<file path="config.mk">
export PLATFORM = sky130hd
export DESIGN_NAME = base32_byte_encoder_core_flat
export DESIGN_NICKNAME = d
export VERILOG_FILES = /design/src/sv/b32e_pkg.sv /design/src/sv/b32e_if.sv /design/src/sv/b32e_encode.sv /design/src/sv/b32e_symbol_buffer.sv /design/src/sv/base32_byte_encoder_core.sv /design/src/flat_wrapper.sv
export SDC_FILE = /design/constraint.sdc
export NUM_CORES = 1
export LEC_CHECK = 0
export BUFFER_PORTS_ARGS = -buffer_cell sky130_fd_sc_hd__buf_2
export CORE_ASPECT_RATIO = 1.4
export CORE_MARGIN = 10
export CORE_UTILIZATION = 62
export CTS_BUF_LIST = sky130_fd_sc_hd__clkbuf_8
export DETAILED_ROUTE_END_ITERATION = 10
export PLACE_DENSITY_LB_ADDON = 0.08
export SYNTH_ARGS = -nofsm -noshare
export SYNTH_HDL_FRONTEND = slang
export SYNTH_SLANG_ARGS = --single-unit
</file>
<file path="constraint.sdc">
create_clock -name clock -period 4.3 [get_ports clock]
set_input_delay 0 -clock clock [delete_from_list [all_inputs] [get_ports clock]]
set_output_delay 0 -clock clock [all_outputs]
set_load 0.1 [all_outputs]
</file>
<file path="src/sv/b32e_pkg.sv">
// shared types, constants and the symbol alphabet function for the base32 encoder
`timescale 1ns / 1ps

package b32e_pkg;

   localparam int unsigned SymbolWidth = 5;
   localparam int unsigned CharWidth   = 7;
   localparam int unsigned MaxSymbols  = 3;
   localparam int unsigned CountWidth  = 2;
   localparam int unsigned ResWidth    = 4;
   localparam int unsigned ResCntWidth = 3;

   localparam logic [SymbolWidth-1:0] LetterCount = 5'd26;
   localparam logic [CharWidth-1:0]   LetterBase  = 7'd97;
   // ascii '2' less the number of letters
   localparam logic [CharWidth-1:0]   DigitBase   = 7'd24;

   typedef logic [SymbolWidth-1:0] symbol_type;
   typedef logic [CharWidth-1:0]   char_type;
   typedef logic [CountWidth-1:0]  count_type;
   typedef logic [ResWidth-1:0]    res_bits_type;
   typedef logic [ResCntWidth-1:0] res_cnt_type;

   typedef struct packed {
      char_type [MaxSymbols-1:0] chars;
      count_type                 count;
   } enc_word_type;

   function automatic char_type sym_char(input symbol_type idx);
      char_type wide;
      wide = {2'b00, idx};
      if (idx < LetterCount) begin
         return wide + LetterBase;
      end else begin
         return wide + DigitBase;
      end
   endfunction

endpackage

</file>
<file path="src/sv/b32e_if.sv">
// handshake channel interfaces for byte input and character output
`timescale 1ns / 1ps

interface b32e_req_if;
   logic       valid;
   logic       ready;
   logic [7:0] data_byte;
   logic       final_byte;

   modport source (output valid, output data_byte, output final_byte, input ready);
   modport sink   (input valid, input data_byte, input final_byte, output ready);
endinterface

interface b32e_rsp_if;
   logic                valid;
   logic                ready;
   b32e_pkg::char_type  symbol_char;
   logic                final_symbol;

   modport source (output valid, output symbol_char, output final_symbol, input ready);
   modport sink   (input valid, input symbol_char, input final_symbol, output ready);
endinterface

</file>
<file path="src/sv/b32e_encode.sv">
// splits leftover bits plus one byte into base32 characters and the next leftover
`timescale 1ns / 1ps

module b32e_encode (
   input  b32e_pkg::res_bits_type res_bits,
   input  b32e_pkg::res_cnt_type  res_cnt,
   input  logic [7:0]             data_byte,
   input  logic                   final_byte,
   output b32e_pkg::enc_word_type enc_word,
   output b32e_pkg::res_bits_type next_bits,
   output b32e_pkg::res_cnt_type  next_cnt
);

   logic [11:0]            acc;
   logic                   two_syms;
   logic [2:0]             sh0;
   logic [1:0]             sh1;
   logic [11:0]            shifted0;
   logic [11:0]            shifted1;
   logic [2:0]             left_cnt;
   logic [11:0]            left_mask;
   logic [11:0]            left_all;
   b32e_pkg::res_bits_type left_bits;
   logic [5:0]             flush_wide;
   logic                   flush;
   b32e_pkg::symbol_type   sym0;
   b32e_pkg::symbol_type   sym1;
   b32e_pkg::symbol_type   sym_flush;

   always_comb begin
      acc        = {res_bits, data_byte};
      two_syms   = (res_cnt >= 3'd2);
      sh0        = res_cnt + 3'd3;
      sh1        = 2'(res_cnt - 3'd2);
      shifted0   = acc >> sh0;
      shifted1   = acc >> sh1;
      sym0       = shifted0[4:0];
      sym1       = shifted1[4:0];
      left_cnt   = two_syms ? (res_cnt - 3'd2) : (res_cnt + 3'd3);
      left_mask  = (12'd1 << left_cnt) - 12'd1;
      left_all   = acc & left_mask;
      left_bits  = left_all[3:0];
      // pad leftover with zeros on the right
      flush_wide = {2'b00, left_bits} << (3'd5 - left_cnt);
      sym_flush  = flush_wide[4:0];
      flush      = final_byte && (left_cnt != 3'd0);

      enc_word.chars[0] = b32e_pkg::sym_char(sym0);
      enc_word.chars[1] = two_syms ? b32e_pkg::sym_char(sym1)
                                   : b32e_pkg::sym_char(sym_flush);
      enc_word.chars[2] = b32e_pkg::sym_char(sym_flush);
      enc_word.count    = {1'b0, two_syms} + 2'd1 + {1'b0, flush};

      next_bits = final_byte ? '0 : left_bits;
      next_cnt  = final_byte ? '0 : left_cnt;
   end

endmodule

</file>
<file path="src/sv/b32e_symbol_buffer.sv">
// result register holding up to three characters, sent one per cycle while rsp_word.ready is high
`timescale 1ns / 1ps

module b32e_symbol_buffer (
   input  logic                   clock,
   input  logic                   reset,
   input  logic                   load,
   input  b32e_pkg::enc_word_type load_word,
   output logic                   can_load,
   b32e_rsp_if.source             rsp_word
);

   b32e_pkg::char_type [b32e_pkg::MaxSymbols-1:0] chars_ff;
   b32e_pkg::char_type [b32e_pkg::MaxSymbols-1:0] chars_in;
   b32e_pkg::count_type                           count_ff;
   b32e_pkg::count_type                           count_in;
   logic                                          take;

   assign take     = rsp_word.valid && rsp_word.ready;
   assign can_load = (count_ff == 2'd0) || ((count_ff == 2'd1) && rsp_word.ready);

   assign rsp_word.valid        = (count_ff != 2'd0);
   assign rsp_word.symbol_char  = chars_ff[0];
   assign rsp_word.final_symbol = (count_ff == 2'd1);

   always_comb begin
      chars_in = chars_ff;
      count_in = count_ff;
      if (load) begin
         chars_in = load_word.chars;
         count_in = load_word.count;
      end else if (take) begin
         chars_in[0] = chars_ff[1];
         chars_in[1] = chars_ff[2];
         count_in    = count_ff - 2'd1;
      end
   end

   always_ff @(posedge clock) begin
      if (reset) begin
         count_ff <= '0;
      end else begin
         count_ff <= count_in;
      end
   end

   always_ff @(posedge clock) begin
      chars_ff <= chars_in;
   end

endmodule

</file>
<file path="src/sv/base32_byte_encoder_core.sv">
// top level of the lowercase unpadded base32 byte encoder
//
// req_word carries one byte per word with final_byte marking the last
// byte of a message; rsp_word carries one ascii character per word
// (a-z, 2-7) with final_symbol set on the last character a byte causes.
// each byte gives one or two characters, and a final byte that leaves
// leftover bits gives one more, zero padded on the right; no '=' is sent.
// the first character of a byte is offered the cycle after the
// byte is taken. the single character output sends one word per cycle
// while rsp_word.ready is high; a new byte can be taken in the same
// cycle the last character of the previous one leaves, so the output
// does not idle between bytes while the next byte is waiting.
// reset clears the leftover bits and count and empties the result
// register. while rsp_word.ready is low the current character holds and
// req_word.ready drops once the result register has nothing it can free.
`timescale 1ns / 1ps

module base32_byte_encoder_core (
   input  logic       clock,
   input  logic       reset,
   b32e_req_if.sink   req_word,
   b32e_rsp_if.source rsp_word
);

   b32e_pkg::res_bits_type res_bits_ff;
   b32e_pkg::res_bits_type res_bits_in;
   b32e_pkg::res_cnt_type  res_cnt_ff;
   b32e_pkg::res_cnt_type  res_cnt_in;
   b32e_pkg::enc_word_type enc_word;
   logic                   can_load;
   logic                   accept;

   assign req_word.ready = can_load;
   assign accept         = req_word.valid && can_load;

   b32e_encode u_encode (
      .res_bits   (res_bits_ff),
      .res_cnt    (res_cnt_ff),
      .data_byte  (req_word.data_byte),
      .final_byte (req_word.final_byte),
      .enc_word   (enc_word),
      .next_bits  (res_bits_in),
      .next_cnt   (res_cnt_in)
   );

   b32e_symbol_buffer u_symbol_buffer (
      .clock     (clock),
      .reset     (reset),
      .load      (accept),
      .load_word (enc_word),
      .can_load  (can_load),
      .rsp_word  (rsp_word)
   );

   always_ff @(posedge clock) begin
      if (reset) begin
         res_bits_ff <= '0;
         res_cnt_ff  <= '0;
      end else if (accept) begin
         res_bits_ff <= res_bits_in;
         res_cnt_ff  <= res_cnt_in;
      end
   end

endmodule

</file>
<file path="src/flat_wrapper.sv">
// flat-port wrapper written by rule: the top's interface ports become plain ports
module base32_byte_encoder_core_flat 
  (clock, reset, req_word_valid, req_word_data_byte, req_word_final_byte, req_word_ready, rsp_word_valid, rsp_word_symbol_char, rsp_word_final_symbol, rsp_word_ready);
  b32e_req_if req_word_i ();
  b32e_rsp_if rsp_word_i ();
  input  logic clock;
  input  logic reset;
  input wire logic [$bits(req_word_i.valid)-1:0] req_word_valid;
  input wire logic [$bits(req_word_i.data_byte)-1:0] req_word_data_byte;
  input wire logic [$bits(req_word_i.final_byte)-1:0] req_word_final_byte;
  output wire logic [$bits(req_word_i.ready)-1:0] req_word_ready;
  output wire logic [$bits(rsp_word_i.valid)-1:0] rsp_word_valid;
  output wire logic [$bits(rsp_word_i.symbol_char)-1:0] rsp_word_symbol_char;
  output wire logic [$bits(rsp_word_i.final_symbol)-1:0] rsp_word_final_symbol;
  input wire logic [$bits(rsp_word_i.ready)-1:0] rsp_word_ready;
  assign req_word_i.valid = req_word_valid;
  assign req_word_i.data_byte = req_word_data_byte;
  assign req_word_i.final_byte = req_word_final_byte;
  assign req_word_ready = req_word_i.ready;
  assign rsp_word_valid = rsp_word_i.valid;
  assign rsp_word_symbol_char = rsp_word_i.symbol_char;
  assign rsp_word_final_symbol = rsp_word_i.final_symbol;
  assign rsp_word_i.ready = rsp_word_ready;
  base32_byte_encoder_core u_core (.clock(clock), .reset(reset), .req_word(req_word_i), .rsp_word(rsp_word_i));
endmodule
</file>
Yosys cells after proc, flatten, opt, wreduce, memory -nomap -nowiden
Cells that the tools add are included.
{ "totals": {"register_bits": 30, "input_bits": 13, "output_inout_bits": 10, "elab_cells": 49} }
{ "op_classes": {"n_addsub": 13, "order_cmp": 4, "eq_ne": 1, "shift": 4, "n_mux": 11, "bitwise": 1, "reduce_logical": 9} }
{ "ops": {"columns": ["cell", "count"], "rows": [
  ["14-bit two-way mux", 2],
  ["7-bit two-way mux", 4],
  ["6-bit by 6-bit adder with 7-bit output, second input constant", 3],
  ["5-bit by 5-bit adder with 6-bit output, second input constant", 3],
  ["5-bit less-than comparator, second input constant", 3],
  ["12-bit by 2-bit >> shifter with 5-bit output", 1],
  ["12-bit by 3-bit >> shifter with 5-bit output", 1],
  ["3-bit two-way mux", 2],
  ["4-bit by 3-bit << shifter with 5-bit output", 1],
  ["4-bit AND", 1],
  ["1-bit logical AND", 4],
  ["2-bit two-way mux", 2],
  ["4-bit two-way mux", 1],
  ["2-bit nonzero test", 2],
  ["1-bit by 3-bit << shifter with 4-bit output, first input constant", 1],
  ["4-bit by 1-bit subtractor with 4-bit output, second input constant", 1],
  ["3-bit by 2-bit adder with 3-bit output, second input constant", 1],
  ["3-bit by 2-bit >= comparator with 1-bit output, second input constant", 1],
  ["3-bit nonzero test", 1],
  ["3-bit by 2-bit subtractor with 3-bit output, second input constant", 1],
  ["3-bit subtractor, first input constant", 1],
  ["1-bit by 1-bit adder with 2-bit output, second input constant", 1],
  ["2-bit by 1-bit adder with 2-bit output", 1],
  ["2-bit by 1-bit equality test with 1-bit output, second input constant", 1],
  ["other kinds (3)", 3]
]} }

Depth between registers and ports, before layout
{ "logic_depth": {"word_depth": 10, "ltp_mapped": 17, "mapped_depth_nobuf": 14} }

Modules after synthesis
Synthesis repeated with hierarchy kept, for this count alone.
{ "hier_totals": {"hier_cells": 292, "area_unflattened_um2": 2835.2} }
{ "by_module_without_submodules": {"columns": ["mod", "n_inst", "cells_each", "area_per_inst_um2", "seq_area_each_um2"], "rows": [
  ["b32e_encode", 1, 198, 1478.9, 0.0],
  ["b32e_symbol_buffer", 1, 63, 1049.8, 670.6],
  ["base32_byte_encoder_core", 1, 31, 306.5, 140.1]
]} }

Worst setup path after synthesis
Ideal clock, no wire load.
{ "synth_timing": {"path_kind": "reg-to-reg", "start": "register u_core.u_symbol_buffer.count_ff[0]", "end": "register u_core.u_symbol_buffer.chars_ff[8] (netlist name) (data pin)", "setup_ns": 0.258, "arrival_ns": 3.161, "required_time_ns": 4.042, "setup_slack_ns": 0.881, "path_stages_with_launch": 9, "path_buffers": 1, "synth_period_minus_slack_ns": 3.419, "cell_sequence": "dfxtp_1 -> inv_1 -> ha_1 -> inv_1 -> nand2_1 -> nand2_1 -> inv_1 -> clkbuf_1 -> o221a_2"} }
{ "synth_lines": {"columns": ["element", "line", "text"], "rows": [
  ["start: declaration", "b32e_symbol_buffer.sv:15", "b32e_pkg::count_type count_ff;"],
  ["start signal: assignment", "b32e_symbol_buffer.sv:43", "count_ff <= count_in;"],
  ["end signal: assignment", "b32e_symbol_buffer.sv:48", "chars_ff <= chars_in;"],
  ["end: declaration", "b32e_symbol_buffer.sv:13", "b32e_pkg::char_type [b32e_pkg::MaxSymbols-1:0] chars_ff;"]
]} }

==> impl_metrics.ini <==
[setup_path]
crit_fanout = 11
ff2ff_path_depth = 15
reg2reg_slack_ns = 0.69
path_buf_inv = 4
crit_type = reg2reg
cpPeakStageDelay_ns = 0.43
rr_endpoint = u_core.u_symbol_buffer.chars_ff[10]$_DFFE_PP_
regToRegStartpoint = u_core.res_cnt_ff[1]$_SDFFE_PP0P_
cp-end-kind = register
worstPathRequired_ns = 4.33
crit_top_cell = inv_1
cp_cell_sequence = buf_4, inv_1, ha_1, inv_1, o21ai_1, nand3_1, a21oi_1, a221oi_4, inv_1, ha_1, o31ai_4, a211oi_4, a31oi_1, xnor2_1, a221o_1
crit_family = compound AO/OA/AOI/OAI gates
crit_slowest_cell = ha_1
start_kind = register
arrival_ns = 3.65

[synthesis]
synth_area_um2 = 2700
syn_inst = 288
synth_edf_count = 21
ys_seq_area_share_pct = 30.0
synth_top_cells_by_area = edfxtp_1 (23%), mux4_2 (7.5%), dfxtp_1 (6.7%), ha_1 (6.5%), nand2_1 (5.1%)
async_reset_ff_share_pct = 0
synth_top_cell_area_share_pct = 23.4
synthFlopType = edfxtp_1
synth_top_area_cell = edfxtp_1
synth_cell_types = 68
avgSynthCellArea_um2 = 9.37
yosysWarnings = 0
syn_nets = 315
ys_seq_elements = 30

[grt]
grt_pass1_vias = 2099
grt_max_degree = 34
overflow = 0
antenna_found_initial = 0
gr-usage-all-layers_pct = 17.4
grt_pass1_wl_mm = 10.2

[min_path]
whs_path_depth = 2
hp-start = reset
hp-class = in2reg
worst_hold_path.endpoint = u_core.u_symbol_buffer.count_ff[1]$_SDFFE_PP0P_

[floorplan]
die_w_um = 75.8
core_region_area_um2 = 4200
ios = 23
fp-row-count = 28
initial_utilization_pct = 64.2
fp.dieH_um = 98.1
die_area_um2 = 7430

[cts]
numCtsBuffers = 5
cts_sinks = 30
cts_resized = 0
holdBufCountCts = 0
cts_tree = yes
clk_pin_slew_worst_paths_ns = 0.06
clkLatencyLatePin_ns = 0.28
cts_max_path_buffers = 2
cts_root_buffer = clkbuf_8
post_cts_buffers = 0
htree_levels = 2

[place]
port_buffers = 22
placedCellCount = 340
dp_hpwl_mm = 4.73
place.gp.congestion = 0.931

[finish]
final_cells = 348
post_route_cells_drive_above_1_share_pct = 24.1
diodes = 0
syn2layout_area_growth_pct = 8.11
nNetsFinal = 329

[power]
p_leak_nw = 1.13
power_density_nw_per_um2 = 739
post-layout-total-power_mw = 2.16
peakVddDrop_v = 0.000331

[sta]
max_clock_freq_mhz = 277
period_minus_slack_ns = 3.61
slew_viol_final = 0
rsz0062_at_grt = false
whs_ns = 0.0185
finalClockSkew_ns = 0.00650
relSlewSlack_pct = 38.7
finalHoldViolCount = 0
fin_tns_setup_ns = 0
tightest_slew_ns = 0.896
timing.final.crit_share_pct = 84.0
finalSetupViolCount = 0

[flow_run]
cap_viol_max_count = 0

[routing]
routed.top_layer = met4
vias = 2210
totalWireLength_mm = 6.15
viasPerCell = 6.35
wl_met2_mm = 3.22
drc = 0
drt-met1-wl_mm = 2.43
ant_nets = 0
wl_met3_um = 256
wl_per_cell_um = 17.7
drt_iter0_markers = 136
firstDrtPassIters = 4

[status]
status = finished, final reports clean
cell usage after synthesis (all sizes together), types with 2 or more instances:
| cell | number |
|---|---|
| a31oi | 4 |
| o211ai | 3 |
| nor3 | 8 |
| clkbuf | 8 |
| inv | 19 |
| a2111oi | 3 |
| xnor2 | 6 |
| nand2 | 38 |
| dfxtp | 9 |
| a221o | 2 |
| o31ai | 4 |
| nor2 | 26 |
| edfxtp | 21 |
| and2 | 3 |
| xor2 | 2 |
| a32oi | 2 |
| o21ai | 11 |
| nor2b | 2 |
| a211oi | 3 |
| ha | 14 |
| mux4 | 11 |
| a21oi | 23 |
| nand3 | 11 |
| nand4 | 2 |
| buf | 15 |
| a22oi | 2 |
| mux2i | 5 |
| mux2 | 6 |
| nand3b | 3 |
| or2 | 2 |
final cells by class:
class | instances | area, um2
well taps | 45 | 56.3
multi-input cells | 216 | 1680
inverters | 19 | 71.3
flip-flops and latches | 30 | 811
clock inverters | 3 | 63.8
repair buffers | 30 | 170
clock buffers | 5 | 68.8
fillers | 339 | 1290
layer usage:
layer / track usage, % / vias to the layer above
met5: 0 / -
met2: 29.0 / 70
li1: - / 1089
met3: 3.04 / 19
met4: 9.90 / 0
met1: 20.0 / 1032
stage by stage:
stage | util, % | setup WS [ns] | instance area, um2
2_1_floorplan | - | 0.881 | 2700
3_5_place_dp | 66.3 | 0.702 | 2790
5_1_grt | 69.4 | 0.391 | 2920
4_1_cts | 69.4 | 0.721 | 2920
6_report | 69.4 | 0.687 | 2920
3_3_place_gp | 66.3 | 0.830 | 2790
cell usage in the layout (no fill, tap or decap), types with 3 or more instances in the layout:
cell type | netlist | layout
xnor2_1 | 6 | 6
nor3_1 | 8 | 8
nor2_1 | 26 | 26
buf_2 | 4 | 22
clkbuf_8 | 0 | 5
a31oi_1 | 3 | 3
nand3b_1 | 3 | 3
and2_1 | 3 | 3
dfxtp_1 | 9 | 9
nand2_1 | 37 | 37
mux2_2 | 4 | 4
o211ai_1 | 3 | 3
o21ai_1 | 4 | 4
inv_1 | 19 | 19
mux4_2 | 9 | 9
buf_4 | 7 | 8
edfxtp_1 | 21 | 21
a21oi_1 | 22 | 22
mux2i_1 | 5 | 5
ha_1 | 14 | 14
nand3_1 | 10 | 10
o21ai_0 | 4 | 4
worst register-to-register path: stages (launching register included):
cell and delay, ns:
dfxtp_1 0.30, buf_4 0.17, inv_1 0.13, ha_1 0.43, inv_1 0.17, o21ai_1 0.36
nand3_1 0.15, a21oi_1 0.24, a221oi_4 0.07, inv_1 0.08, ha_1 0.25, o31ai_4 0.11
a211oi_4 0.34, a31oi_1 0.10, xnor2_1 0.16, a221o_1 0.29
sequential cells by signal, indices dropped and copies added, names as in the netlist:
| register | flops |
|---|---|
| u_core.res_bits_ff | 4 |
| u_core.res_cnt_ff | 3 |
| u_core.u_symbol_buffer.chars_ff | 14 |
| u_core.u_symbol_buffer.count_ff | 2 |
| u_core.u_symbol_buffer.rsp_word.symbol_char | 7 |
logic make-up after synthesis:
group,Yosys count,share of synthesized area (%)
adders and majority gates,14,6.49
muxes,22,14.1
buffers and inverters,42,7.83
and+or+nand+nor,102,18.0
xor gates and xnor gates,8,2.60
AOI/OAI and AO/OA,70,20.9
DFF,30,30.0
worst max-delay path by stage:
| stage | startpoint | end | slack [ns] | cells after the start |
|---|---|---|---|---|
| floorplan | u_core.u_symbol_buffer.count_ff[0]$_SDFFE_PP0P_ | u_core.u_symbol_buffer.chars_ff[8]$_DFFE_PP_ | 0.88 | 8 |
| global placement | u_core.res_cnt_ff[1]$_SDFFE_PP0P_ | u_core.u_symbol_buffer.chars_ff[10]$_DFFE_PP_ | 0.83 | 15 |
| detailed placement | u_core.res_cnt_ff[1]$_SDFFE_PP0P_ | u_core.u_symbol_buffer.chars_ff[10]$_DFFE_PP_ | 0.70 | 15 |
| CTS | u_core.res_cnt_ff[1]$_SDFFE_PP0P_ | u_core.u_symbol_buffer.chars_ff[10]$_DFFE_PP_ | 0.72 | 15 |
| global route | u_core.res_cnt_ff[1]$_SDFFE_PP0P_ | u_core.u_symbol_buffer.chars_ff[10]$_DFFE_PP_ | 0.39 | 15 |
| finish | u_core.res_cnt_ff[1]$_SDFFE_PP0P_ | u_core.u_symbol_buffer.chars_ff[10]$_DFFE_PP_ | 0.69 | 15 |
power breakdown:
part | switching [mW] | internal (mW) | total, mW
Clock | 0.104 | 0.229 | 0.333
Sequential | 0.0313 | 0.447 | 0.478
Combinational | 0.920 | 0.425 | 1.35
Power figures use the tool's default switching activity.
